<file path="src/hdl/ale_pkg.sv">
// Shared types and constants of the addressable LED bit encoder.
`timescale 1ns / 1ps

package ale_pkg;

   // Widths fixed by the field and register formats
   localparam int CFG_W           = 10;
   localparam int BYTE_W          = 8;
   localparam int BITS_LEFT_W     = 4;
   localparam int CSR_INDEX_W     = 2;
   localparam int BITS_PER_BYTE   = 8;
   localparam int TICK_COUNT_BITS = 10;

   // Register indexes on the configuration port
   localparam logic [CSR_INDEX_W-1:0] REG_ZERO_HIGH  = 2'd0;
   localparam logic [CSR_INDEX_W-1:0] REG_ONE_HIGH   = 2'd1;
   localparam logic [CSR_INDEX_W-1:0] REG_BIT_PERIOD = 2'd2;

   // Register reset values
   localparam logic [CFG_W-1:0] ZERO_HIGH_RESET  = 10'd27;
   localparam logic [CFG_W-1:0] ONE_HIGH_RESET   = 10'd45;
   localparam logic [CFG_W-1:0] BIT_PERIOD_RESET = 10'd90;

   // Bits loaded into the bit counter with each new byte
   localparam logic [BITS_LEFT_W-1:0] BITS_LOAD = BITS_LEFT_W'(BITS_PER_BYTE);

   typedef struct packed {
      logic [CFG_W-1:0] zero_high_ticks;
      logic [CFG_W-1:0] one_high_ticks;
      logic [CFG_W-1:0] bit_period_ticks;
   } cfg_type;

   typedef struct packed {
      logic              byte_valid;
      logic [BYTE_W-1:0] byte_value;
      logic              last_of_frame;
   } item_type;

   typedef struct packed {
      logic line_level;
      logic byte_taken;
      logic frame_done;
      logic encoder_busy;
   } result_type;

endpackage

</file>
<file path="src/hdl/addressable_led_bit_encoder.sv">
// A tick item accepted into the input register passes through the encoder into the result
//    register, and stays at the result ports while rsp_ready is low.
// Throughput: one tick item per cycle unless rsp_ready stalls the result register;
//    the encoder state advances once per item between the input and result registers.
// Configuration writes take effect at the edge that accepts them; csr_ready is always high.
// Reset (synchronous, active high) clears both registers' valid flags, idles the encoder
//    and loads the timing registers with 27, 45 and 90 ticks.
`timescale 1ns / 1ps

module addressable_led_bit_encoder #(
   parameter int TICK_COUNT_BITS = ale_pkg::TICK_COUNT_BITS
) (
   input  logic                            clock,
   input  logic                            reset,
   input  logic                            req_valid,
   output logic                            req_ready,
   input  logic                            req_byte_valid,
   input  logic [ale_pkg::BYTE_W-1:0]      req_byte_value,
   input  logic                            req_last_of_frame,
   output logic                            rsp_valid,
   input  logic                            rsp_ready,
   output logic                            rsp_line_level,
   output logic                            rsp_byte_taken,
   output logic                            rsp_frame_done,
   output logic                            rsp_encoder_busy,
   input  logic                            csr_valid,
   output logic                            csr_ready,
   input  logic [ale_pkg::CSR_INDEX_W-1:0] csr_index,
   input  logic [ale_pkg::CFG_W-1:0]       csr_data
);

   ale_pkg::cfg_type    cfg;
   ale_pkg::item_type   req_item;
   ale_pkg::item_type   item;
   ale_pkg::result_type result;
   ale_pkg::result_type rsp_result;
   logic                item_valid;
   logic                advance;

   // Pack request fields
   assign req_item.byte_valid    = req_byte_valid;
   assign req_item.byte_value    = req_byte_value;
   assign req_item.last_of_frame = req_last_of_frame;

   assign csr_ready = 1'b1;

   ale_csr u_csr (
      .clock     (clock),
      .reset     (reset),
      .csr_valid (csr_valid),
      .csr_index (csr_index),
      .csr_data  (csr_data),
      .cfg       (cfg)
   );

   ale_in_reg u_in_reg (
      .clock      (clock),
      .reset      (reset),
      .req_valid  (req_valid),
      .req_ready  (req_ready),
      .req_item   (req_item),
      .advance    (advance),
      .item_valid (item_valid),
      .item       (item)
   );

   ale_encoder #(
      .TICK_COUNT_BITS (TICK_COUNT_BITS)
   ) u_encoder (
      .clock   (clock),
      .reset   (reset),
      .cfg     (cfg),
      .item    (item),
      .advance (advance),
      .result  (result)
   );

   ale_out_reg u_out_reg (
      .clock      (clock),
      .reset      (reset),
      .item_valid (item_valid),
      .result     (result),
      .advance    (advance),
      .rsp_valid  (rsp_valid),
      .rsp_ready  (rsp_ready),
      .rsp_result (rsp_result)
   );

   // Unpack result fields
   assign rsp_line_level   = rsp_result.line_level;
   assign rsp_byte_taken   = rsp_result.byte_taken;
   assign rsp_frame_done   = rsp_result.frame_done;
   assign rsp_encoder_busy = rsp_result.encoder_busy;

endmodule

</file>
<file path="src/hdl/ale_csr.sv">
// Configuration registers of the addressable LED bit encoder.
`timescale 1ns / 1ps

module ale_csr (
   input  logic                            clock,
   input  logic                            reset,
   input  logic                            csr_valid,
   input  logic [ale_pkg::CSR_INDEX_W-1:0] csr_index,
   input  logic [ale_pkg::CFG_W-1:0]       csr_data,
   output ale_pkg::cfg_type                cfg
);

   ale_pkg::cfg_type cfg_ff;
   ale_pkg::cfg_type cfg_in;

   // Select the register that a write updates; ignore unknown indexes
   always_comb begin
      cfg_in = cfg_ff;
      if (csr_valid) begin
         case (csr_index)
            ale_pkg::REG_ZERO_HIGH:  cfg_in.zero_high_ticks  = csr_data;
            ale_pkg::REG_ONE_HIGH:   cfg_in.one_high_ticks   = csr_data;
            ale_pkg::REG_BIT_PERIOD: cfg_in.bit_period_ticks = csr_data;
            default:                 cfg_in = cfg_ff;
         endcase
      end
   end

   always_ff @(posedge clock) begin
      if (reset) begin
         cfg_ff.zero_high_ticks  <= ale_pkg::ZERO_HIGH_RESET;
         cfg_ff.one_high_ticks   <= ale_pkg::ONE_HIGH_RESET;
         cfg_ff.bit_period_ticks <= ale_pkg::BIT_PERIOD_RESET;
      end else begin
         cfg_ff <= cfg_in;
      end
   end

   assign cfg = cfg_ff;

endmodule

</file>
<file path="src/hdl/ale_in_reg.sv">
// Input register that holds one tick item until the encoder consumes it.
`timescale 1ns / 1ps

module ale_in_reg (
   input  logic              clock,
   input  logic              reset,
   input  logic              req_valid,
   output logic              req_ready,
   input  ale_pkg::item_type req_item,
   input  logic              advance,
   output logic              item_valid,
   output ale_pkg::item_type item
);

   logic              valid_ff;
   logic              valid_in;
   ale_pkg::item_type item_ff;

   // Take a new item when empty or when the held one moves on
   assign req_ready = !valid_ff || advance;
   assign valid_in  = req_ready ? req_valid : valid_ff;

   always_ff @(posedge clock) begin
      if (reset) begin
         valid_ff <= 1'b0;
      end else begin
         valid_ff <= valid_in;
      end
   end

   // Hold payload; load it only on accept
   always_ff @(posedge clock) begin
      if (req_valid && req_ready) begin
         item_ff <= req_item;
      end
   end

   assign item_valid = valid_ff;
   assign item       = item_ff;

endmodule

</file>
<file path="src/hdl/ale_encoder.sv">
// Bit cell state and per-tick line coding of the LED encoder.
`timescale 1ns / 1ps

module ale_encoder #(
   parameter int TICK_COUNT_BITS = ale_pkg::TICK_COUNT_BITS
) (
   input  logic                clock,
   input  logic                reset,
   input  ale_pkg::cfg_type    cfg,
   input  ale_pkg::item_type   item,
   input  logic                advance,
   output ale_pkg::result_type result
);

   localparam int CmpW = ((TICK_COUNT_BITS > ale_pkg::CFG_W) ?
                          TICK_COUNT_BITS : ale_pkg::CFG_W) + 1;

   logic [ale_pkg::BYTE_W-1:0]      shift_ff, shift_in;
   logic [ale_pkg::BITS_LEFT_W-1:0] bits_left_ff, bits_left_in;
   logic [TICK_COUNT_BITS-1:0]      tick_ff, tick_in;
   logic                            active_ff, active_in;
   logic                            ending_ff, ending_in;

   logic                            cell_end;
   logic                            byte_end;
   logic                            taken;
   logic [ale_pkg::CFG_W-1:0]       high_ticks;
   logic [CmpW-1:0]                 tick_next_ext;

   // Decode cell and byte boundaries from the current tick count
   assign tick_next_ext = CmpW'(tick_ff) + CmpW'(1);
   assign cell_end = active_ff &&
                     ((tick_next_ext >= CmpW'(cfg.bit_period_ticks)) || (&tick_ff));
   assign byte_end = cell_end && (bits_left_ff <= ale_pkg::BITS_LEFT_W'(1));
   assign taken    = item.byte_valid && (!active_ff || byte_end);
   assign high_ticks = shift_ff[ale_pkg::BYTE_W-1] ? cfg.one_high_ticks
                                                   : cfg.zero_high_ticks;

   // Form this tick's outputs from the state at its start
   always_comb begin
      result.line_level   = active_ff && (CmpW'(tick_ff) < CmpW'(high_ticks));
      result.byte_taken   = taken;
      result.frame_done   = byte_end && ending_ff;
      result.encoder_busy = active_ff;
   end

   // Advance the state by one tick
   always_comb begin
      shift_in     = shift_ff;
      bits_left_in = bits_left_ff;
      tick_in      = tick_ff;
      active_in    = active_ff;
      ending_in    = ending_ff;
      if (taken) begin
         shift_in     = item.byte_value;
         bits_left_in = ale_pkg::BITS_LOAD;
         tick_in      = '0;
         active_in    = 1'b1;
         ending_in    = item.last_of_frame;
      end else if (byte_end) begin
         shift_in     = '0;
         bits_left_in = '0;
         tick_in      = '0;
         active_in    = 1'b0;
         ending_in    = 1'b0;
      end else if (cell_end) begin
         shift_in     = {shift_ff[ale_pkg::BYTE_W-2:0], 1'b0};
         bits_left_in = bits_left_ff - ale_pkg::BITS_LEFT_W'(1);
         tick_in      = '0;
      end else if (active_ff) begin
         tick_in      = tick_ff + TICK_COUNT_BITS'(1);
      end
   end

   // Update state only when the held item is consumed
   always_ff @(posedge clock) begin
      if (reset) begin
         shift_ff     <= '0;
         bits_left_ff <= '0;
         tick_ff      <= '0;
         active_ff    <= 1'b0;
         ending_ff    <= 1'b0;
      end else if (advance) begin
         shift_ff     <= shift_in;
         bits_left_ff <= bits_left_in;
         tick_ff      <= tick_in;
         active_ff    <= active_in;
         ending_ff    <= ending_in;
      end
   end

endmodule

</file>
<file path="src/hdl/ale_out_reg.sv">
// Result register that holds one output item until the consumer takes it.
`timescale 1ns / 1ps

module ale_out_reg (
   input  logic                clock,
   input  logic                reset,
   input  logic                item_valid,
   input  ale_pkg::result_type result,
   output logic                advance,
   output logic                rsp_valid,
   input  logic                rsp_ready,
   output ale_pkg::result_type rsp_result
);

   logic                valid_ff;
   logic                valid_in;
   logic                load_ok;
   ale_pkg::result_type result_ff;

   // Accept a new result when empty or when the held one drains
   assign load_ok  = !valid_ff || rsp_ready;
   assign advance  = item_valid && load_ok;
   assign valid_in = load_ok ? item_valid : valid_ff;

   always_ff @(posedge clock) begin
      if (reset) begin
         valid_ff <= 1'b0;
      end else begin
         valid_ff <= valid_in;
      end
   end

   // Hold payload while stalled
   always_ff @(posedge clock) begin
      if (advance) begin
         result_ff <= result;
      end
   end

   assign rsp_valid  = valid_ff;
   assign rsp_result = result_ff;

endmodule

</file>
<file path="config.mk">
export PLATFORM = sky130hd
export DESIGN_NAME = addressable_led_bit_encoder
export DESIGN_NICKNAME = d
export VERILOG_FILES = /design/src/hdl/ale_pkg.sv /design/src/hdl/addressable_led_bit_encoder.sv /design/src/hdl/ale_csr.sv /design/src/hdl/ale_in_reg.sv /design/src/hdl/ale_encoder.sv /design/src/hdl/ale_out_reg.sv
export SDC_FILE = /design/constraint.sdc
export NUM_CORES = 1
export LEC_CHECK = 0
export BUFFER_PORTS_ARGS = -buffer_cell sky130_fd_sc_hd__buf_2
export CAP_MARGIN = 15
export CORE_UTILIZATION = 45
export DETAILED_ROUTE_END_ITERATION = 10
export GPL_TIMING_DRIVEN = 0
export PLACE_DENSITY = 0.7
export SLEW_MARGIN = 40
export SYNTH_ARGS = -nofsm -noshare
export SYNTH_HDL_FRONTEND = slang
export SYNTH_HIERARCHICAL = 1
export SYNTH_SLANG_ARGS = --single-unit
</file>
<file path="constraint.sdc">
create_clock -name clock -period 3.6 [get_ports clock]
set_clock_uncertainty 0.2 [all_clocks]
set_input_delay 0 -clock clock [delete_from_list [all_inputs] [get_ports clock]]
set_output_delay 0 -clock clock [all_outputs]
set_load 0.02 [all_outputs]
</file>
After elaboration in Yosys (flattened, before gate mapping):

Cells that the tools add are included.

* $add $sub $neg: 3
* reductions and logical operators: 25
* $lt $le $gt $ge: 3
* mux-type cells: 14
* eq/ne operators: 2

Operator list (number)
* $mux 10: 5
* $mux 8: 3
* $mux 4: 3
* $reduce_and 2->1: 6
* $add 10x1->11 const B: 1
* $ge 11x10->1: 1
* $add 10x1->10 const B: 1
* $lt 10x10->1: 1
* $reduce_and 10->1: 1
* $logic_and 1x1->1: 7
* $le 4x1->1 const B: 1
* $logic_or 1x1->1: 4
* $reduce_bool 4->1: 1
* $sub 4x1->4 const B: 1
* $logic_not 1->1: 3
* $mux 1: 3
* $reduce_bool 3->1: 1
* $eq 2x1->1 const B: 1
* $eq 2x2->1 const B: 1
* $logic_not 2->1: 1
* $reduce_bool 2->1: 1

* register bits after elaboration: 70
* logic and storage cells: 64
* bits of input ports: 27
* output and inout bits: 7

Depth between registers and ports, before layout:

* word-level depth: 9
* mapped depth: 14
* mapped depth without buffers: 12

Hierarchy:

Netlist, hierarchy kept.

By module, submodules not included
* ale_encoder: cells an instance 227, times used 1, sequential area each 480.5 um^2, area an instance 1920.6 um^2
* ale_csr: cells an instance 119, times used 1, sequential area each 600.6 um^2, area an instance 1222.4 um^2
* ale_in_reg: cells an instance 15, times used 1, sequential area each 320.3 um^2, area an instance 355.3 um^2
* ale_out_reg: cells an instance 9, times used 1, sequential area each 140.1 um^2, area an instance 175.2 um^2
* addressable_led_bit_encoder: cells an instance 2, times used 1, sequential area each 0.0 um^2, area an instance 11.3 um^2

Worst setup path before layout:

No wires, ideal clock.

* kind: register -> register
* start: register u_encoder.tick_ff[0]
* end: register u_encoder/shift_ff[3] (netlist bit)
* data required time: 3.312 ns
* library setup time: 0.088 ns
* arrival time: 2.679 ns
* period minus slack after synthesis: 2.967 ns
* path buffers: 1
* path slack: 0.633 ns
* cell stages (with the launch flop): 14
* path through: dfxtp_1 > ha_1 > and2_1 > nand2_1 > nor2_1 > xor2_1 > ha_1 > a21o_1 > a21oi_1 > a21bo_1 > o21a_1 > buf_2 > nand3_1 > a311oi_2

* longest elaborated chain between the ends: 9
* elaborated cells between the ends (all ways): 12
* those cells by class: add/sub (1); order compare (1); mux (2); reduce/logical (8)

Ends and longest elaborated chain
* start: declaration: line ale_encoder.sv:20 `logic [TICK_COUNT_BITS-1:0] tick_ff, tick_in;`
* start signal: assignment: line ale_encoder.sv:86 `tick_ff <= tick_in;`
* $add 10x1->11: line ale_encoder.sv:31 `assign tick_next_ext = CmpW'(tick_ff) + CmpW'(1);`
* $ge 11x10->1: line ale_encoder.sv:33 `((tick_next_ext >= CmpW'(cfg.bit_period_ticks)) || (&tick_ff));`
* $logic_or 1x1->1 *: line ale_encoder.sv:33
* $logic_and 1x1->1 *: line ale_encoder.sv:32 `assign cell_end = active_ff &&`
* $logic_and 1x1->1: line ale_encoder.sv:34 `assign byte_end = cell_end && (bits_left_ff <= ale_pkg::BITS_LEFT_W'(1));`
* $logic_or 1x1->1: line ale_encoder.sv:35 `assign taken = item.byte_valid && (!active_ff || byte_end);`
* $logic_and 1x1->1: line ale_encoder.sv:35
* $reduce_bool 3->1 (no source line)
* $reduce_and 2->1 (no source line)
* end signal: assignment: line ale_encoder.sv:84 `shift_ff <= shift_in;`
* end: declaration: line ale_encoder.sv:18 `logic [ale_pkg::BYTE_W-1:0] shift_ff, shift_in;`

Mark *: on every way between the ends. The rest lies on a longest branch, timed or not.
A chain may end at the register's enable or synchronous reset.

Worst setup path in the final report:

* start: register u_encoder.tick_ff[1]
* end: register u_encoder/shift_ff[7] (netlist bit)

The elaborated chain is that of the path after synthesis.

==> reports/results.txt <==
Worst Hold End = u_out_reg/rsp_result[2]
CP Buf/Inv Count = 1
maximum vdd ir drop = 0.000194 V
hold path start = rsp_ready
filler cell count = 677
Reg clk slew, reported paths = 0.08 ns
Synth Flop Type = dfxtp_1
ANT nets after route = 0
Post-synth EDFFs = 14
DR WL/cell = 15.3 um
final setup fails = 0
placed cell count = 506
Hold Vio Cnt, Final = 0
Hold Worst Slack = 0.0234 ns
RD Place Congestion = 0.804
Leak = 1.83 nW
area growth from synthesis to layout = 20.7%
fin crit period = 3.42 ns
initial drt markers = 122
WL final = 8380 um
synth warn = 6
sequential area share after synthesis = 41.8%
Ant. Diodes = 0
PnR worst setup slack = 0.184 ns
Post-Synthesis Cells = 372
CTS sink count = 70
async set or reset register ratio after synthesis = 0%
FF+latch count, synth = 70
area leader, netlist = dfxtp_1
Hold Path Class = in2reg
first-pass GRT wire length = 14100 um
mean post-synth cell area = 9.91 um^2
clock root cell = clkbuf_8
Starting Density = 47.2%
Hold Crit Depth = 3
Detailed Place HPWL = 5780 um
Core Box Area = 0.00781 mm^2
worst r2r src = u_encoder/tick_ff[1]
CP peak stage delay = 0.40 ns
number of vias per cell = 5.39
Die X = 92.5 um
maxcap violations = 0
Post-Layout Cell Count = 549
Final #Nets = 491
GR Overflow Total = 0
Startpoint Class = flop
cell family with the largest share of critical-path delay = compound AO/OA/AOI/OAI gates
mapped cell area = 0.00368 mm^2
critical path arrival = 3.47 ns
Worst R2R End = u_encoder/shift_ff[7]
antenna violations before repair = 0
Critical Path Sink Type = flop
Pwr per Cell Area = 381 mW/mm^2
DRT Pass-1 Iters = 4
Synth Area in Simple Gates = 18.4%
all-layer global routing usage = 21.4%
Die ar. = 0.00855 mm^2
Synth cell types = 53
R2R Setup Slk = 0.18 ns
clock buffer count from CTS = 9
Die Y = 92.5 um
Final period util = 94.9%
Max-slew headroom = 42.9%
vias in the first global route = 2945
PortBufs = 32
Worst Max-Slew Pin Slew = 0.857 ns
compound-gate portion of the synthesized area = 14.0%
residual DRC count = 0
Synth Area in Adders = 7.47%
Reg2Reg Depth = 13
Critical-path top delay cell = dfxtp_1
CP Cell Sequence = ha_2 -> and2_1 -> nand2_1 -> nor2_1 -> xor2_1 -> ha_1 -> a21o_1 -> a21oi_2 -> a21bo_1 -> o21a_1 -> buf_2 -> nand3_1 -> a311oi_1
layout cells sized above 1 = 17.4%
vias = 2957
Post-Syn Nets = 421
worst-path fanout max = 10
Longest Clk Path Bufs = 2
largest family of logic cells by synthesized area = simple AND/OR/NAND/NOR gates
H-tree levels = 3
largest net degree at the start of global routing = 13
crit path kind = reg2reg
I/O pins = 34
mux cell area share after synthesis = 11.1%
Setup Buffers After CTS = 0
Clk Latency, worst-skew pair = 0.35 ns
Core Util, Final = 57.0%
fin. max-slew vios = 0
Area contributors post-synth = dfxtp_1 30%, edfxtp_1 11%, mux2i_1 11%
Critical Path RT = 3.65 ns
row count = 32
post-synthesis xor/xnor area fraction = 2.14%
status = finished clean
Yosys top cell area share = 30.4%
pre-CTS setup slack = 0.169 ns
Max Fclk = 0.293 GHz
TritonCTS clock tree = done
metal layers:
metal	share of wire [%]	wire (um)	GRT usage, %	up-vias
li1	-	-	-	1466
met1	48	4010	28.2	1439
met5	0	0	0	-
met2	48	4040	35.1	44
met3	2.9	242	4.52	8
met4	0.94	79	6.38	0
area by class of cell:
cell class	count	area [um^2]	share of cell area, %
Buffer	23	116	2.62
Sequential cell	70	1540	34.7
Inverter	17	63.8	1.43
Tap cell	102	128	2.87
Timing Repair Buffer	59	430	9.68
Clock inverter	6	62.6	1.41
Multi-Input combinational cell	262	1980	44.4
Clock buffer	10	128	2.87
state kept, by name (all words and copies together) (netlist names):
| signal | cells |
|---|---|
| u_out_reg/rsp_valid | 1 |
| u_encoder/tick_ff | 10 |
| u_out_reg/rsp_result | 4 |
| u_encoder/active_ff | 1 |
| u_encoder/ending_ff | 1 |
| u_csr/cfg | 30 |
| u_in_reg/item | 10 |
| u_encoder/bits_left_ff | 4 |
| u_in_reg/item_valid | 1 |
| u_encoder/shift_ff | 8 |
worst register-to-register path, delay by kind of cell (launching register included):
| family | cells | cell delay [ns] |
|---|---|---|
| compound gates | 5 | 1.06 |
| simple gates | 4 | 0.67 |
| xor+xnor | 1 | 0.23 |
| flops | 1 | 0.40 |
| buf+inv | 1 | 0.21 |
| fa+ha+maj | 2 | 0.55 |
synth_stat cells, drive strengths merged, types with 7 or more instances:
cell and n:
a21oi 12, a311oi 7, buf 13, clkbuf 10, dfxtp 56, edfxtp 14, ha 22, inv 17
mux2i 41, nand2 11, nand2b 33, nand3 15, nor2 41, o211ai 8, o21ai 7
where the power goes:
part	leakage [nW]	internal (mW)	total (mW)	switching (mW)
Sequential	0.591	0.835	0.856	0.0205
Combinational	1.15	0.0987	0.212	0.113
Clock	0.0899	0.318	0.628	0.311
Total	1.83	1.25	1.70	0.444
placed cells by master (no fill, tap or decap), types with 3 or more instances in the layout:
cell type	synthesis	layout
a21o_1	4	4
a21oi_1	10	9
a21oi_2	2	3
a22oi_1	4	4
a311oi_1	3	3
a311oi_2	4	4
a31oi_1	6	6
and3_1	3	3
buf_2	6	38
buf_4	4	4
clkbuf_1	10	11
clkbuf_8	0	9
dfxtp_1	56	55
dlygate4sd3_1	0	27
edfxtp_1	14	14
ha_1	22	21
inv_1	17	17
mux2i_1	41	41
nand2_1	11	11
nand2b_1	31	31
nand3_1	15	15
nand4_1	5	5
nor2_1	41	41
o211ai_1	8	8
o21a_1	5	5
o21ai_0	4	4
xnor2_1	6	6
xor2_1	3	3
logic make-up (layout without fill, tap and decap cells):
| group | after synthesis | count (layout) |
|---|---|---|
| other cells | 1 | 1 |
| buf+inv | 40 | 115 |
| fa+ha+maj | 22 | 22 |
| compound gates | 66 | 66 |
| simple gates | 123 | 123 |
| flops | 70 | 70 |
| mux | 41 | 41 |
| xor+xnor | 9 | 9 |
stage by stage:
stage	instance area, um^2	TNS [ns]	total power, mW
after floorplan	3680	0	1.00
after global placement	3970	0	1.05
after detailed placement	3970	0	1.06
after CTS	4430	0	1.70
after global routing	4450	-0.0425	1.76
final	4450	0	1.70
worst max-delay path by stage:
stage	start	endpoint	cells after the start
after floorplan	u_encoder/tick_ff[0]	u_encoder/shift_ff[3]	13
after global placement	u_encoder/tick_ff[0]	u_encoder/shift_ff[7]	13
after detailed placement	u_encoder/tick_ff[0]	u_encoder/tick_ff[6]	12
after CTS	u_encoder/tick_ff[0]	u_encoder/shift_ff[7]	13
after global routing	u_encoder/tick_ff[1]	u_encoder/shift_ff[7]	13
final	u_encoder/tick_ff[1]	u_encoder/shift_ff[7]	13
what timing repair did:
item,CTS,global route
setup endpoints to repair,0,19
resized for setup,0,4
hold buffers,27,0
hold endpoints to repair,55,0
Note: power is estimated with default switching activity, not from simulation.
